### src/rtl/core/cabp_pkg.sv
// ----------------------------------------------------------------------------
// CIGAR aligned-block parser package
// Item types, the result bundle passed from the core and character codes.
// ----------------------------------------------------------------------------
`default_nettype none

package cabp_pkg;

  localparam logic [7:0] CH_0 = 8'h30;
  localparam logic [7:0] CH_9 = 8'h39;
  localparam logic [7:0] CH_S = 8'h53;
  localparam logic [7:0] CH_I = 8'h49;
  localparam logic [7:0] CH_D = 8'h44;
  localparam logic [7:0] CH_N = 8'h4E;
  localparam logic [7:0] CH_M = 8'h4D;

  localparam int unsigned STRAND_BIT = 4;

  localparam logic KIND_BLOCK = 1'b0;
  localparam logic KIND_CHECK = 1'b1;

  typedef struct packed {
    logic [7:0]  cigar_char;
    logic        first_char;
    logic        last_char;
    logic [30:0] ref_start;
    logic [11:0] sam_flags;
    logic [15:0] chrom_id;
    logic [27:0] read_length;
  } in_item_t;

  typedef struct packed {
    logic        result_kind;
    logic [31:0] block_start;
    logic [31:0] block_end;
    logic        reverse_strand;
    logic [15:0] chrom_out;
    logic        length_mismatch;
    logic [31:0] query_length;
    logic        malformed;
    logic        last_result;
  } out_item_t;

  typedef struct packed {
    logic      blk_vld;
    logic      chk_vld;
    out_item_t blk;
    out_item_t chk;
  } cabp_res_t;

endpackage

`default_nettype wire

### src/rtl/core/cabp_core.sv
// ----------------------------------------------------------------------------
// CIGAR parser core
// Holds the record state and works out the state update and the results of
// one character combinationally.
// ----------------------------------------------------------------------------
`default_nettype none

module cabp_core #(
  parameter int POS_WIDTH   = 32,
  parameter int COUNT_WIDTH = 28
) (
  input  wire               clk,
  input  wire               rst_n,
  input  wire               step,
  input  cabp_pkg::in_item_t item,
  output cabp_pkg::cabp_res_t res
);
  import cabp_pkg::*;

  logic [POS_WIDTH-1:0]   pos_r, pos_nxt;
  logic [31:0]            qsum_r, qsum_nxt;
  logic [COUNT_WIDTH-1:0] cnt_r, cnt_nxt;
  logic                   strand_r, strand_nxt;
  logic [15:0]            chrom_r, chrom_nxt;
  logic [27:0]            rlen_r, rlen_nxt;
  logic                   ovf_r, ovf_nxt;

  logic [POS_WIDTH-1:0]   pos_base, pos_adv, pos_last;
  logic [31:0]            qsum_base;
  logic [COUNT_WIDTH-1:0] cnt_base;
  logic                   ovf_base;
  logic [63:0]            ref_w, cnt_w, start_w, end_w;
  logic [COUNT_WIDTH+3:0] cnt_ext, cnt_mul;
  logic [32:0]            qsum_add;
  logic                   is_digit, add_q, add_p, is_m;

  always_comb begin
    ref_w     = 64'(item.ref_start);
    pos_base  = item.first_char ? ref_w[POS_WIDTH-1:0] : pos_r;
    qsum_base = item.first_char ? 32'd0 : qsum_r;
    cnt_base  = item.first_char ? '0 : cnt_r;
    ovf_base  = item.first_char ? 1'b0 : ovf_r;
    strand_nxt = item.first_char ? item.sam_flags[STRAND_BIT] : strand_r;
    chrom_nxt  = item.first_char ? item.chrom_id : chrom_r;
    rlen_nxt   = item.first_char ? item.read_length : rlen_r;

    is_digit = (item.cigar_char >= CH_0) && (item.cigar_char <= CH_9);
    is_m     = (item.cigar_char == CH_M);
    add_q    = is_m || (item.cigar_char == CH_S) || (item.cigar_char == CH_I);
    add_p    = is_m || (item.cigar_char == CH_D) || (item.cigar_char == CH_N);

    cnt_ext = (COUNT_WIDTH+4)'(cnt_base);
    cnt_mul = (cnt_ext << 3) + (cnt_ext << 1) + (COUNT_WIDTH+4)'(item.cigar_char[3:0]);

    cnt_w    = 64'(cnt_base);
    pos_adv  = pos_base + cnt_w[POS_WIDTH-1:0];
    pos_last = pos_adv - POS_WIDTH'(1);
    qsum_add = {1'b0, qsum_base} + 33'(cnt_base);

    pos_nxt  = pos_base;
    qsum_nxt = qsum_base;
    ovf_nxt  = ovf_base;
    cnt_nxt  = '0;
    if (is_digit) begin
      if (|cnt_mul[COUNT_WIDTH+3:COUNT_WIDTH]) begin
        cnt_nxt = '1;
        ovf_nxt = 1'b1;
      end else begin
        cnt_nxt = cnt_mul[COUNT_WIDTH-1:0];
      end
    end else begin
      if (add_q) begin
        if (qsum_add[32]) begin
          qsum_nxt = '1;
          ovf_nxt  = 1'b1;
        end else begin
          qsum_nxt = qsum_add[31:0];
        end
      end
      if (add_p) begin
        pos_nxt = pos_adv;
      end
    end
    if (item.last_char) begin
      cnt_nxt = '0;
    end

    start_w = 64'(pos_base);
    end_w   = 64'(pos_last);

    res.blk_vld               = is_m;
    res.blk.result_kind       = KIND_BLOCK;
    res.blk.block_start       = start_w[31:0];
    res.blk.block_end         = end_w[31:0];
    res.blk.reverse_strand    = strand_nxt;
    res.blk.chrom_out         = chrom_nxt;
    res.blk.length_mismatch   = 1'b0;
    res.blk.query_length      = qsum_nxt;
    res.blk.malformed         = ovf_nxt;
    res.blk.last_result       = !item.last_char;

    res.chk_vld               = item.last_char;
    res.chk.result_kind       = KIND_CHECK;
    res.chk.block_start       = 32'd0;
    res.chk.block_end         = 32'd0;
    res.chk.reverse_strand    = strand_nxt;
    res.chk.chrom_out         = chrom_nxt;
    res.chk.length_mismatch   = (qsum_nxt != 32'(rlen_nxt));
    res.chk.query_length      = qsum_nxt;
    res.chk.malformed         = ovf_nxt;
    res.chk.last_result       = 1'b1;
  end

  always_ff @(posedge clk) begin
    if (!rst_n) begin
      pos_r    <= '0;
      qsum_r   <= '0;
      cnt_r    <= '0;
      strand_r <= 1'b0;
      chrom_r  <= '0;
      rlen_r   <= '0;
      ovf_r    <= 1'b0;
    end else if (step) begin
      pos_r    <= pos_nxt;
      qsum_r   <= qsum_nxt;
      cnt_r    <= cnt_nxt;
      strand_r <= strand_nxt;
      chrom_r  <= chrom_nxt;
      rlen_r   <= rlen_nxt;
      ovf_r    <= ovf_nxt;
    end
  end

endmodule

`default_nettype wire

### src/rtl/core/cigar_aligned_block_parser.sv
// ----------------------------------------------------------------------------
// CIGAR aligned-block parser: one character per cycle unless stalled; results pass a pending
// register, then the output register. A character giving one result sustains one item per cycle
// while out_ready is high; one giving a block and a check holds the input until the block reaches
// the single output. Synchronous active-low reset clears the record state and empties the queue.
// ----------------------------------------------------------------------------
`default_nettype none

module cigar_aligned_block_parser #(
  parameter int POS_WIDTH   = 32,
  parameter int COUNT_WIDTH = 28
) (
  input  wire                 clk,
  input  wire                 rst_n,
  input  wire                 in_valid,
  output logic                in_ready,
  input  cabp_pkg::in_item_t  in_data,
  output logic                out_valid,
  input  wire                 out_ready,
  output cabp_pkg::out_item_t out_data
);
  import cabp_pkg::*;

  cabp_res_t res;
  logic      in_fire, o_free;

  logic      p_blk_vld_r, p_blk_vld_nxt;
  logic      p_chk_vld_r, p_chk_vld_nxt;
  out_item_t p_blk_r, p_blk_nxt;
  out_item_t p_chk_r, p_chk_nxt;
  logic      out_valid_r, out_valid_nxt;
  out_item_t out_data_r, out_data_nxt;

  cabp_core #(
    .POS_WIDTH  (POS_WIDTH),
    .COUNT_WIDTH(COUNT_WIDTH)
  ) u_core (
    .clk  (clk),
    .rst_n(rst_n),
    .step (in_fire),
    .item (in_data),
    .res  (res)
  );

  always_comb begin
    o_free   = !out_valid_r || out_ready;
    in_ready = (!p_blk_vld_r && !p_chk_vld_r) || (o_free && !(p_blk_vld_r && p_chk_vld_r));
    in_fire  = in_valid && in_ready;

    p_blk_vld_nxt = p_blk_vld_r;
    p_chk_vld_nxt = p_chk_vld_r;
    p_blk_nxt     = p_blk_r;
    p_chk_nxt     = p_chk_r;
    out_valid_nxt = out_valid_r;
    out_data_nxt  = out_data_r;

    if (o_free) begin
      if (p_blk_vld_r) begin
        out_valid_nxt = 1'b1;
        out_data_nxt  = p_blk_r;
        p_blk_vld_nxt = 1'b0;
      end else if (p_chk_vld_r) begin
        out_valid_nxt = 1'b1;
        out_data_nxt  = p_chk_r;
        p_chk_vld_nxt = 1'b0;
      end else begin
        out_valid_nxt = 1'b0;
      end
    end

    if (in_fire) begin
      p_blk_vld_nxt = res.blk_vld;
      p_chk_vld_nxt = res.chk_vld;
      p_blk_nxt     = res.blk;
      p_chk_nxt     = res.chk;
    end
  end

  always_ff @(posedge clk) begin
    if (!rst_n) begin
      p_blk_vld_r <= 1'b0;
      p_chk_vld_r <= 1'b0;
      out_valid_r <= 1'b0;
    end else begin
      p_blk_vld_r <= p_blk_vld_nxt;
      p_chk_vld_r <= p_chk_vld_nxt;
      out_valid_r <= out_valid_nxt;
    end
  end

  always_ff @(posedge clk) begin
    p_blk_r    <= p_blk_nxt;
    p_chk_r    <= p_chk_nxt;
    out_data_r <= out_data_nxt;
  end

  assign out_valid = out_valid_r;
  assign out_data  = out_data_r;

`ifndef SYNTHESIS
  a_full_blocks_input: assert property (@(posedge clk) disable iff (!rst_n)
    (p_blk_vld_r && p_chk_vld_r) |-> !in_ready)
    else $error("input taken while both pending results are held");

  a_last_makes_check: assert property (@(posedge clk) disable iff (!rst_n)
    (in_fire && in_data.last_char) |=> p_chk_vld_r)
    else $error("last character did not queue a length check");

  a_check_is_last: assert property (@(posedge clk) disable iff (!rst_n)
    (out_valid_r && out_data_r.result_kind == KIND_CHECK) |-> out_data_r.last_result)
    else $error("length check not marked as last result");

  a_block_followed: assert property (@(posedge clk) disable iff (!rst_n)
    (out_valid_r && out_data_r.result_kind == KIND_BLOCK && !out_data_r.last_result)
      |-> p_chk_vld_r)
    else $error("block expects a following check that is not queued");
`endif

endmodule

`default_nettype wire
### config.mk
export PLATFORM = sky130hd
export DESIGN_NAME = cigar_aligned_block_parser
export DESIGN_NICKNAME = d
export VERILOG_FILES = /design/src/rtl/core/cabp_pkg.sv /design/src/rtl/core/cabp_core.sv /design/src/rtl/core/cigar_aligned_block_parser.sv
export SDC_FILE = /design/constraint.sdc
export NUM_CORES = 1
export LEC_CHECK = 0
export BUFFER_PORTS_ARGS = -buffer_cell sky130_fd_sc_hd__buf_2
export CORE_ASPECT_RATIO = 1.2
export CORE_MARGIN = 2
export CORE_UTILIZATION = 55
export DETAILED_ROUTE_END_ITERATION = 10
export HOLD_SLACK_MARGIN = 0.12
export PLACE_DENSITY = 0.75
export SETUP_SLACK_MARGIN = 0.2
export SLEW_MARGIN = 5
export SYNTH_ARGS = -nofsm -noshare
export SYNTH_HDL_FRONTEND = slang
export SYNTH_SLANG_ARGS = --single-unit
### constraint.sdc
create_clock -name clk -period 7.2 [get_ports clk]
set_clock_uncertainty 0.15 [all_clocks]
set_input_delay 0.72 -clock clk [delete_from_list [all_inputs] [get_ports clk]]
set_output_delay 0.72 -clock clk [all_outputs]
set_load 0.01 [all_outputs]
==> results_dict.tcl <==
set metrics [dict create \
    start_kind "input port" \
    syn_area_per_cell_um2 9.40 \
    grt_pass1_wl_um 99200 \
    clock_latency_ns 0.54 \
    startpoint "in_data[88]" \
    path_clk_slew_ns 0.06 \
    dieArea_mm2 0.0422 \
    cts_max_path_buffers 3 \
    synth_area_mm2 0.0223 \
    async_reset_ff_frac 0 \
    cts_tree "yes" \
    gp_congestion 0.973 \
    hold_viol_final 0 \
    clock.fmax_mhz 178 \
    core-area_mm2 0.0398 \
    cpMaxStageDelayCell "nor2b_1" \
    ios 220 \
    pre_cts_ws_ns 1.16 \
    rsz0062_at_grt "false" \
    drv_cap 0 \
    layout_commonest_cell "nand2_1" \
    path_cells "buf_6 > nor2b_1 > ha_1 > inv_1 > fa_1 > nor2b_1 > o311ai_4 > nor4_2 > or3_1 > xor2_1 > nand3_1 > or3b_1 > a211oi_2 > o21ai_0 > nor4_1 > xnor2_1" \
    fin_crit_sh 0.781 \
    cts_buffers 37 \
    portBuffers 208 \
    synth-main-ff-cell "edfxtp_1" \
    via_count 18731 \
    slew_headroom 0.172 \
    hpwl_um 47200 \
    drtPass1Iterations 8 \
    finish.utilization 0.625 \
    antenna_found_initial 1 \
    synth_cell_types 100 \
    cpLargestDelayFamily "simple AND/OR/NAND/NOR gates" \
    drt_wl_total_um 64100 \
    synth_edf_count 233 \
    drtIter0Drc 1590 \
    yosys_register_bits 374 \
    ys_warn_count 0 \
    globalRouteOverflowTotal 0 \
    start_util 0.560 \
    slew_violations 0 \
    postCtsSetupBuffers 0 \
    nets 2684 \
    critPathCapture "p_blk_r[83]" \
    wire_per_inst_um 20.9 \
    finalSetupViolCount 0 \
    ir_drop_uv 263 \
    nFillCells 3340 \
    fp-row-count 80 \
    r2r-start "u_core.cnt_r[0]" \
    syn_to_final_growth_pct 11.6 \
    cpMostUsedCell "nor2b_1" \
    grt_pass1_vias 17894 \
    drc_errors 0 \
    htreeDepth 2 \
    ctsHoldBuffers 0 \
    chipWidth_um 188 \
    outcome "finished, final reports clean" \
    grt_max_degree 79 \
    ctsRootBufferMaster "clkbuf_16" \
    yosysSeqAreaShare 0.440 \
    crit_type "in2reg" \
    drive_above_1_share 0.156 \
    syn-num-nets 2552 \
    setup_slack_ns 1.58 \
    crit_buf_inv 2 \
    worst_setup_path_end_kind "register" \
    r2r_end "p_blk_r[83]" \
    leakage_nw 9.84 \
    path_depth 16 \
    max_slew.worst_pin.slew_ns 1.23 \
    die_h_um 225 \
    layout_common_cells "nand2_1, edfxtp_1, buf_2, a21oi_1, nor2_1" \
    place_inst 2999 \
    post_cts_resized 0 \
    post_layout_nonfiller_instances 3067 \
    hold_path_class "reg2reg" \
    grt_util_all_layers 0.299 \
    path_max_fanout 63 \
    fin_crit_ns 5.62 \
    ff2ff_path_depth 15 \
    vias_per_cell 6.11 \
    clock-sinks 374 \
    critPathArrivalTime_ns 5.74 \
    rrSetupSlack_ns 1.75 \
    worst_path_largest_cell_delay_ns 0.65 \
    drtAntennaViolNets 0 \
    powerDensity_mw_per_mm2 193 \
    required_ns 7.31 \
    fin_tns_setup_ns 0 \
    syn_inst 2373 \
]
==> stage by stage <==
| step | hold WS [ns] | total power [W] | area, um2 |
|---|---|---|---|
| after floorplan | 0.250 | 0.00271 | 22300 |
| final | 0.264 | 0.00481 | 24900 |
| after global placement | 0.251 | 0.00283 | 23600 |
| after detailed placement | 0.255 | 0.00284 | 23600 |
| after global routing | 0.268 | 0.00495 | 24900 |
| after CTS | 0.254 | 0.00483 | 24900 |
==> sequential cells by signal, summed over array words and instances, names as in the netlist <==
| name | cells |
|---|---|
| p_blk_r | 65 |
| u_core.strand_r | 1 |
| u_core.qsum_r | 32 |
| u_core.rlen_r | 28 |
| p_blk_vld_r | 1 |
| out_valid | 1 |
| u_core.pos_r | 32 |
| u_core.ovf_r | 1 |
| out_data | 117 |
| u_core.chrom_r | 16 |
| p_chk_vld_r | 1 |
| p_chk_r | 51 |
| u_core.cnt_r | 28 |
==> cell type report <==
cell class                      instances  area [um2]  share of cell area
Timing Repair Buffer                  237        1260              0.0508
Clock buffer                           48         998              0.0401
Inverter                               66         255              0.0103
Clock inverter                         19         243             0.00975
Multi-Input combinational cell       1789       11600               0.468
Tap cell                              533         667              0.0268
Sequential cell                       374        9820               0.394
Antenna cell                            1        2.50            0.000101
==> metal layers <==
metal | up-vias | share of wire | routed length [um] | global-route usage
li1 | 8881 | - | - | -
met1 | 8918 | 0.39 | 25300 | 0.362
met2 | 738 | 0.49 | 31400 | 0.523
met3 | 194 | 0.057 | 3630 | 0.0334
met4 | 0 | 0.059 | 3770 | 0.165
met5 | - | 0 | 0 | 0
==> worst reg2reg max path, cell delays in order (launching register included) <==
cell and delay (ns):
dfxtp_1 0.32, nor2b_1 0.61, ha_1 0.30, inv_1 0.06
fa_1 0.43, nor2b_1 0.23, o311ai_4 0.13, nor4_2 0.55
or3_1 0.22, xor2_1 0.35, nand3_1 0.18, or3b_1 0.46
a211oi_2 0.50, o21ai_0 0.18, nor4_1 0.39, xnor2_1 0.13
==> cells by family (layout without fill, tap and decap cells) <==
logic type | Yosys count | after routing | synth area share
simple gates | 830 | 830 | 0.183
compound gates | 634 | 634 | 0.189
flops | 374 | 374 | 0.440
buf+inv | 210 | 370 | 0.0384
xor+xnor | 154 | 154 | 0.0605
mux | 89 | 89 | 0.0427
fa+ha+maj | 82 | 82 | 0.0467
other cells | 0 | 1 | 0
==> cell usage after synthesis, types with 19 or more instances <==
library cell / number / area (um2)
a211oi_1: 41 / 308
a21o_1: 42 / 315
a21oi_1: 203 / 1020
a31oi_1: 23 / 144
and2_1: 93 / 582
and3_1: 21 / 131
buf_2: 27 / 135
clkbuf_1: 100 / 375
dfxtp_1: 141 / 2820
edfxtp_1: 233 / 7000
ha_1: 75 / 938
inv_1: 65 / 244
mux2_2: 48 / 541
mux2i_1: 41 / 410
nand2_1: 255 / 957
nand3_1: 37 / 185
nand4_1: 21 / 131
nor2_1: 203 / 762
nor2b_1: 45 / 282
nor3_1: 53 / 265
o211ai_1: 25 / 188
o21a_1: 19 / 143
o21ai_0: 109 / 546
xnor2_1: 98 / 858
xor2_1: 56 / 490
==> power breakdown <==
group / internal (W) / switching [W] / leakage (nW)
clock network: 0.00117 / 0.000833 / 0.601
logic: 0.000143 / 0.000264 / 5.71
registers: 0.00236 / 0.0000406 / 3.53
==> worst min-delay path by stage <==
stage                           start                 to  slack (ns)  cells past startpoint
final                     p_chk_r[12]       out_data[12]        0.26                      0
after global routing      in_data[15]  u_core.rlen_r[15]        0.27                      3
after CTS                 in_data[15]  u_core.rlen_r[15]        0.25                      3
after detailed placement  p_chk_r[29]       out_data[29]        0.25                      0
after global placement    p_chk_r[49]       out_data[49]        0.25                      0
after floorplan           p_chk_r[10]       out_data[10]        0.25                      0
(Power assumes the default switching activity.)
